`src/rtl/ogt_pkg.sv`:
```
// Package: command codes, answer constants, sequencer states and compare flags.
package ogt_pkg;

    localparam int KEY_PORT_BITS = 31;
    localparam int ANSWER_BITS   = 32;

    typedef enum logic [2:0] {
        CMD_INSERT  = 3'd0,
        CMD_DELETE  = 3'd1,
        CMD_SEARCH  = 3'd2,
        CMD_MAX_GAP = 3'd3,
        CMD_MIN_GAP = 3'd4
    } cmd_t;

    localparam logic [ANSWER_BITS-1:0] ANSWER_NONE  = 32'hFFFF_FFFF;
    localparam logic [ANSWER_BITS-1:0] ANSWER_MAX   = 32'h7FFF_FFFF;
    localparam logic [ANSWER_BITS-1:0] ANSWER_TRUE  = 32'd1;
    localparam logic [ANSWER_BITS-1:0] ANSWER_FALSE = 32'd0;

    localparam logic STATUS_OK   = 1'b0;
    localparam logic STATUS_FULL = 1'b1;

    typedef enum logic [15:0] {
        ST_IDLE     = 16'h0001,
        ST_BS_PROBE = 16'h0002,
        ST_BS_CMP   = 16'h0004,
        ST_DECIDE   = 16'h0008,
        ST_INS_RD   = 16'h0010,
        ST_INS_WR   = 16'h0020,
        ST_DEL_RD   = 16'h0040,
        ST_DEL_WR   = 16'h0080,
        ST_MX_RD0   = 16'h0100,
        ST_MX_RDL   = 16'h0200,
        ST_MX_SUB   = 16'h0400,
        ST_MG_RD0   = 16'h0800,
        ST_MG_RD1   = 16'h1000,
        ST_MG_SUB   = 16'h2000,
        ST_MG_CMP   = 16'h4000,
        ST_RESULT   = 16'h8000
    } state_t;

    typedef struct packed {
        logic lt;
        logic eq;
    } cmp_flags_t;

endpackage

```
`src/rtl/ogt_alu.sv`:
```
// Shared subtract/compare unit: difference plus less-than and equal flags.
module ogt_alu #(
    parameter int KEY_BITS = 31
) (
    input  logic [KEY_BITS-1:0] a,
    input  logic [KEY_BITS-1:0] b,
    output logic [KEY_BITS-1:0] diff,
    output ogt_pkg::cmp_flags_t flags
);

    logic [KEY_BITS:0] wide_diff;

    // borrow out of the extended subtract is a < b
    assign wide_diff = {1'b0, a} - {1'b0, b};
    assign diff      = wide_diff[KEY_BITS-1:0];
    assign flags.lt  = wide_diff[KEY_BITS];
    assign flags.eq  = (wide_diff == '0);

endmodule

```
`config.mk`:
```
export PLATFORM = sky130hd
export DESIGN_NAME = ogt_alu
export DESIGN_NICKNAME = d
export VERILOG_FILES = /design/src/rtl/ogt_pkg.sv /design/src/rtl/ogt_alu.sv
export SDC_FILE = /design/constraint.sdc
export NUM_CORES = 1
export LEC_CHECK = 0
export ABC_CLOCK_PERIOD_IN_PS = 4370
export BUFFER_PORTS_ARGS = -buffer_cell sky130_fd_sc_hd__buf_2
export CAP_MARGIN = 25
export CORE_UTILIZATION = 50
export DETAILED_ROUTE_END_ITERATION = 16
export PLACE_DENSITY = 0.85
export SKIP_LAST_GASP = 1
export SLEW_MARGIN = 20
export SYNTH_ARGS = -nofsm -noshare
export SYNTH_HDL_FRONTEND = slang
export SYNTH_SLANG_ARGS = --single-unit
```
`constraint.sdc`:
```
create_clock -name vclk -period 4.37
set_input_delay 0.437 -clock vclk [all_inputs]
set_output_delay 0.437 -clock vclk [all_outputs]
set_load 0.03 [all_outputs]
```
==> out/summary.txt, run 1 <==
result of the run: completed
post-synthesis cell type count: 49
critical path start-end classification: in2out
sum of routed wire length over all layers: 5580 um
total power: 0.530 mW
library cell contributing the largest single delay on the critical path: or4_1
worst min-delay path category: in2out
Clock Power Share: 0%
Yosys warning total: 0
number of antenna violations at the first check in global routing: 0
Global Route Usage Sum: 25.7%
LEAKAGE: 1.35 nW
net switching share of the total power: 65.7%
Boundary Pins: 95
first-pass GRT wire length: 9240 um
Final Slew Violations: 0
Cells on Worst Hold Path: 4
hold buffer count at CTS: 0
# DRC: 0
pre-CTS setup slack: 0.119 ns
layout-stage area growth over the synthesis result: 24.5%
Chip Width: 65.2 um
number of clock-tree buffers in the layout: 0
share of total power in sequential cells: 0%
RSZ-0062 raised after global routing: false
number of core rows: 22
number of routed nets with antenna violations: 0
sequential fraction of the synthesis area: 0%
combinational fraction of design power: 100.0%
pin slew with the least headroom to its limit: 0.461 ns
final HPWL from detailed placement: 4790 um
synthesized area: 2000 um^2
startpoint of the worst hold path: b[0]
max-slew headroom at the worst pin: 68.9%
global-route congestion overflow total: 0
Top Family by Delay on Critical Path: compound AO/OA/AOI/OAI gates
Yosys top cell area share: 19.4%
post-synthesis instance total: 309
Buf+Inv Stages, Crit Path: 3
Ant. Diodes: 0
CP startpoint kind: input pin
time the final worst path needs with I/O delays and setup: 4.15 ns
timing-limited maximum frequency: 0.241 GHz
final setup margin: 0.222 ns
nets: 490
largest cells by area after synthesis: ha_1, a21oi_1, inv_1, o21ai_0, xnor2_1
cells traversed along the worst timing path: buf_2, inv_1, ha_1, fa_1, nand2b_1, a211oi_1, o21ai_0, a2111oi_2, a211oi_1, xnor2_1, or4_1, nor4_2, buf_2
CP max FO: 4
Chip Height: 65.2 um
aggregate negative setup slack: 0 ns
starting utilization of the core area: 53.4%
final number of setup-violating endpoints: 0
average vias per placed instance: 5.74
Detailed Routing Iterations Pass 1: 5
endpoint with the worst hold slack: diff[0]
layout cell share with drive strength beyond 1: 26.6%
largest stage delay on the critical path: 0.54 ns
final hold violations: 0
Avg WL per Cell: 12.6 um
max capacitance violation total: 0
Max IR drop VDD: 0.000151 V
1st-iter DRT viols: 184
die area: 4260 um^2
weighted congestion reported at the end of routability-driven placement: 0.925
largest area contributor in the synthesized netlist: ha_1
DR vias: 2,539
ratio of total power to cell area: 213 nW/um^2
num sequential: 0
critical path required time: 3.93 ns
cell with the most instances after synthesis: inv_1
floorplan core area: 3740 um^2
share of the clock period used by the worst path after layout: 94.9%
Post-synth top cells: inv_1, a21oi_1, ha_1
count of port buffers added during placement: 95
post-synth net total: 403
internal power: 0.182 mW
pin count of the biggest net entering global routing: 10
Mapped Avg Cell Area: 6.47 um^2
area occupied by registers: 0 um^2
fill cell instance count of the final layout: 339
net switching power of the design: 0.348 mW
kind of end point of the critical path: output pin
via count of the first global-routing pass: 2,261
worst path arrival time: 3.71 ns
==> final cells by class <==
cell class	count	area, um^2	area share (%)
inverters	42	158	6.33
multi-input cells	257	1800	72.1
well taps	48	60.1	2.41
repair buffers	95	475	19.1
==> power by group through the flow <==
stage / sequential [mW] / clock (mW) / combinational (mW)
after floorplan: 0 / 0 / 0.385
after global placement: 0 / 0 / 0.515
after detailed placement: 0 / 0 / 0.522
after CTS: 0 / 0 / 0.525
after global routing: 0 / 0 / 0.572
final: 0 / 0 / 0.530
==> per-stage QoR <==
step	cell area, um^2	cells	hold WS (ns)	util, %
after floorplan	2000	309	1.09	-
after global placement	2480	442	1.26	66.3
after detailed placement	2480	442	1.28	66.3
after CTS	2480	442	1.28	66.3
after global routing	2490	442	1.30	66.5
final	2490	442	1.28	66.5
==> what timing repair did <==
item / 4_1_cts / 5_1_grt
setup buffers: 0 / 0
setup endpoints to repair: 0 / 1
resized for setup: 0 / 2
==> routing by layer <==
layer	share of wire, %	vias up	GRT usage [%]
li1	-	1278	-
met1	44	1143	32.7
met2	49	112	47.9
met3	6.5	6	1.04
met5	0	-	0
met4	0.91	0	3.80
==> worst max path at each step <==
stage	start	endpoint	slack (ns)	depth (start not counted)
finish	a[0]	flags[0]	0.22	13
global route	a[0]	flags[0]	0.008	13
CTS	a[0]	flags[0]	0.09	13
detailed placement	a[0]	flags[0]	0.12	13
global placement	a[0]	flags[0]	0.29	13
floorplan	a[0]	flags[0]	0.22	11
==> logic make-up (layout without fill, tap and decap cells) <==
logic type / after synthesis / count (layout) / share of synthesized area, %
xor gates and xnor gates: 24 / 24 / 10.5
buffers and inverters: 52 / 137 / 10.5
and+or+nand+nor: 90 / 90 / 22.4
AOI/OAI and AO/OA: 111 / 111 / 36.2
adders and majority gates: 32 / 32 / 20.4
==> placed cells by master, fill, tap and decap left out, drive strengths merged, types with 2 or more instances in the layout <==
cell type | synthesis | layout
buf | 2 | 95
inv | 42 | 42
a21oi | 40 | 40
ha | 31 | 31
o21ai | 28 | 28
nor2 | 24 | 24
nand2 | 24 | 24
xnor2 | 13 | 13
xor2 | 11 | 11
a21o | 8 | 8
nand2b | 6 | 6
nand4 | 6 | 6
nor3 | 6 | 6
a211oi | 6 | 6
nand3 | 5 | 5
nor2b | 4 | 4
o21a | 4 | 4
and2 | 3 | 3
o211ai | 3 | 3
or4 | 3 | 3
and3 | 2 | 2
a31oi | 2 | 2
o21bai | 2 | 2
a311oi | 2 | 2
o211a | 2 | 2
a21boi | 2 | 2
o2111a | 2 | 2
or2 | 2 | 2
==> tightest hold or removal path, delay by kind of cell <==
family	cells	cell delay (ns)
buffers and inverters	3	0.30
adder cells (fa/ha/maj)	1	0.12
No activity file was read; power rests on OpenSTA's default activity.
==> run 2, diff against run 1 <==
--- a/config.mk
+++ b/config.mk
@@ -8,6 +8,7 @@
 export ABC_CLOCK_PERIOD_IN_PS = 4370
 export BUFFER_PORTS_ARGS = -buffer_cell sky130_fd_sc_hd__buf_2
 export CAP_MARGIN = 25
+export CORE_ASPECT_RATIO = 2
 export CORE_UTILIZATION = 50
 export DETAILED_ROUTE_END_ITERATION = 16
 export PLACE_DENSITY = 0.85
==> run 2 against run 1 <==
  * Hold slack got worse by 0.0071 ns
  * First-iteration DRC count is 81% lower
  * Non-clock buffer count stayed put
  * Final cell count rose by 0.68%
  * Design area up 0.15%
  * Power up 0.41%
  * Maximum frequency grew 4.2%
  * Wire length increased by 1.5%
  * Sequential share of layout area did not move
  * Critical endpoint unchanged
==> out/summary.txt, run 2 (synthesis gave the netlist of run 1 again) <==
result of the run: completed
cell area after placement: 2490 um^2
Detailed Routing Iterations Pass 1: 4
1st-iter DRT viols: 35
kind of end point of the critical path: output pin
Chip Width: 46.7 um
number of clock-tree buffers in the layout: 0
pin count of the biggest net entering global routing: 10
final number of setup-violating endpoints: 0
via count of the first global-routing pass: 2,264
hold buffer count at CTS: 0
final HPWL from detailed placement: 5050 um
global route hottest layer: met2
CP startpoint kind: input pin
final setup margin: 0.388 ns
pre-CTS setup slack: 0.268 ns
Cells on Worst Hold Path: 4
startpoint of the worst hold path: b[0]
most common cell after layout, fill and taps aside: buf_2
aggregate negative setup slack: 0 ns
layout-stage area growth over the synthesis result: 24.7%
Avg WL per Cell: 12.7 um
Max IR drop VDD: 0.000180 V
num sequential: 0
worst min-delay path category: in2out
Ant. Diodes: 0
number of antenna violations at the first check in global routing: 0
floorplan core area: 3840 um^2
first-pass GRT wire length: 8710 um
fin area: 2490 um^2
sum of routed wire length over all layers: 5660 um
worst path arrival time: 3.54 ns
CP max FO: 4
pin slew with the least headroom to its limit: 0.411 ns
LEAKAGE: 1.35 nW
average vias per placed instance: 5.70
die area: 4270 um^2
number of core rows: 32
area occupied by registers: 0 um^2
time the final worst path needs with I/O delays and setup: 3.98 ns
Boundary Pins: 95
endpoint with the worst hold slack: diff[0]
most frequent cells in the layout: buf_2, inv_1, a21oi_1, ha_1, o21ai_0
share of the clock period used by the worst path after layout: 91.1%
DR vias: 2,536
met3 Resource Use GR: 0.994%
ratio of total power to cell area: 213 nW/um^2
starting utilization of the core area: 52.0%
timing-limited maximum frequency: 0.251 GHz
setup repair bufs after CTS: 0
layout cell share with drive strength beyond 1: 26.6%
number of instances resized during post-cts repair: 0
number of routed nets with antenna violations: 0
weighted congestion reported at the end of routability-driven placement: 0.894
critical path start-end classification: in2out
Global Route Usage Sum: 25.8%
final hold violations: 0
total power: 0.532 mW
global-route track usage on met1: 23.0%
count of port buffers added during placement: 95
max capacitance violation total: 0
RSZ-0062 raised after global routing: false
Chip Height: 91.4 um
nets: 490
global-route congestion overflow total: 0
share of the core filled with cells in the final layout: 64.8%
# DRC: 0
met2 usage in global routing: 53.6%
critical path required time: 3.93 ns
max-slew headroom at the worst pin: 72.6%
Final Slew Violations: 0
[run 2: per-layer routing]
metal  vias to the layer above  wire [um]
met3                        16        215
met5                         -          0
met2                        79       3300
met1                      1163       1970
met4                         0        180
li1                       1278          -
[run 2: metrics by stage]
stage	std cells	hold WS (ns)
floorplan	309	1.09
global placement	445	1.27
detailed placement	445	1.28
CTS	445	1.28
global route	445	1.30
finish	445	1.28
[run 2: worst max-delay path by stage]
| stage | from | to | slack [ns] | cells past startpoint |
|---|---|---|---|---|
| floorplan | a[0] | flags[0] | 0.22 | 11 |
| global placement | a[0] | flags[0] | 0.34 | 13 |
| detailed placement | a[0] | flags[0] | 0.27 | 14 |
| CTS | a[0] | flags[0] | 0.23 | 14 |
| global route | a[0] | flags[0] | 0.11 | 14 |
| finish | a[0] | flags[0] | 0.39 | 14 |
[run 2: critical path, stage by stage]
cell and delay (ns):
buf_2 0.08, inv_1 0.03, ha_1 0.22, fa_1 0.39, nand2b_1 0.18, a211oi_2 0.24, o21ai_0 0.22, a2111oi_1 0.42
a211oi_1 0.13, o21ai_0 0.22, xor2_1 0.12, a2111o_1 0.37, nor4_2 0.26, buf_2 0.23
[run 2: layout make-up]
cell class                      count  area [um^2]
Inverter                           42          158
Multi-Input combinational cell    257         1800
Tap cell                           51         63.8
Timing Repair Buffer               95          475
Fill cell                         390         1350
[run 2: report_power, final]
group / total, mW / switching [mW] / leakage [nW] / internal, mW
clock: 0 / 0 / 0 / 0
combinational: 0.532 / 0.350 / 1.35 / 0.182
sequential: 0 / 0 / 0 / 0
==> run 3, diff against run 2 <==
--- a/config.mk
+++ b/config.mk
@@ -12,6 +12,7 @@
 export CORE_UTILIZATION = 50
 export DETAILED_ROUTE_END_ITERATION = 16
 export PLACE_DENSITY = 0.85
+export RECOVER_POWER = 25
 export SKIP_LAST_GASP = 1
 export SLEW_MARGIN = 20
 export SYNTH_ARGS = -nofsm -noshare
==> run 3 against run 2 <==
  * Power down 0.50%
  * Die area unchanged
  * Largest cell class unchanged
  * Wire length up 0.53%
==> out/summary.txt, run 3 (synthesis gave the netlist of run 1 again) <==
result of the run: completed
DR vias: 2,532
num sequential: 0
LEAKAGE: 1.33 nW
number of core rows: 32
floorplan core area: 3840 um^2
via count of the first global-routing pass: 2,264
Chip Width: 46.7 um
final hold violations: 0
Boundary Pins: 95
aggregate negative setup slack: 0 ns
share of the core filled with cells in the final layout: 64.5%
Global Route Usage Sum: 25.8%
worst path arrival time: 3.55 ns
kind of end point of the critical path: output pin
1st-iter DRT viols: 34
time the final worst path needs with I/O delays and setup: 3.98 ns
CP startpoint kind: input pin
Detailed Routing Iterations Pass 1: 4
Avg WL per Cell: 12.8 um
average vias per placed instance: 5.69
RSZ-0062 raised after global routing: false
weighted congestion reported at the end of routability-driven placement: 0.894
Chip Height: 91.4 um
global-route congestion overflow total: 0
post-route worst hold slack: 1.31 ns
layout-stage area growth over the synthesis result: 24.0%
Ant. Diodes: 0
number of clock-tree buffers in the layout: 0
first-pass GRT wire length: 8710 um
fin area: 2480 um^2
most frequent cells in the layout: buf_2, inv_1, a21oi_1, ha_1, o21ai_0
sum of routed wire length over all layers: 5690 um
worst min-delay path category: in2out
Final Slew Violations: 0
critical path start-end classification: in2out
routed metal-1 wire length: 2010 um
Detail Route met3 WL: 204 um
most common cell after layout, fill and taps aside: buf_2
area occupied by registers: 0 um^2
total power: 0.529 mW
timing-limited maximum frequency: 0.251 GHz
# DRC: 0
final HPWL from detailed placement: 5050 um
pin count of the biggest net entering global routing: 10
Max IR drop VDD: 0.000180 V
cell area after placement: 2490 um^2
starting utilization of the core area: 52.0%
max capacitance violation total: 0
nets: 490
number of antenna violations at the first check in global routing: 0
share of the clock period used by the worst path after layout: 91.2%
pin slew with the least headroom to its limit: 0.692 ns
count of port buffers added during placement: 95
final number of setup-violating endpoints: 0
number of routed nets with antenna violations: 0
highest metal used: met4
critical path required time: 3.93 ns
met2 WL post-DR: 3300 um
die area: 4270 um^2
max-slew headroom at the worst pin: 53.6%
ratio of total power to cell area: 213 nW/um^2
layout cell share with drive strength beyond 1: 24.9%
CP max FO: 4
setup repair bufs after CTS: 0
run 3: cell count changes in the layout (fill, tap and decap cells not counted), sizes merged:
cell / delta
buf: -6
clkbuf: +6
run 3: area by class of cell:
cell class                      count  area [um^2]
Fill cell                         396         1360
Inverter                           42          158
Multi-Input combinational cell    257         1790
Tap cell                           51         63.8
Timing Repair Buffer               95          468
run 3: what timing repair did:
| action | in CTS | in global routing |
|---|---|---|
| hold buffers | 0 | 0 |
| setup endpoints to repair | 0 | 1 |
| gates resized for setup | 0 | 2 |
run 3: per-stage QoR:
step | setup WS [ns] | instances
3_3_place_gp | 0.341 | 445
6_report | 0.387 | 445
4_1_cts | 0.232 | 445
5_1_grt | 0.110 | 445
3_5_place_dp | 0.268 | 445
2_1_floorplan | 0.223 | 309
run 3: report_power, final:
group / internal (mW) / total (mW) / leakage, nW / switching, mW
clock: 0 / 0 / 0 / 0
sequential: 0 / 0 / 0 / 0
combinational: 0.179 / 0.529 / 1.33 / 0.351
total: 0.179 / 0.529 / 1.33 / 0.351
run 3: path summary, 6_finish.rpt:
path              from        to  slack (ns)  cells after the start
setup / recovery  a[0]  flags[0]        0.39                     14
hold / removal    b[0]   diff[0]        1.31                      4
run 3: metal layers:
layer	up-vias	track usage [%]
met5	-	0
met2	75	53.6
li1	1278	-
met1	1163	23.0
met3	16	0.994
met4	0	7.86
run 3: critical path: stages:
cell and delay (ns):
buf_2 0.08, inv_1 0.03, ha_1 0.22, fa_1 0.39
nand2b_1 0.18, a211oi_2 0.24, o21ai_0 0.22, a2111oi_1 0.42
a211oi_1 0.13, o21ai_0 0.22, xor2_1 0.12, a2111o_1 0.37
nor4_2 0.26, buf_2 0.23
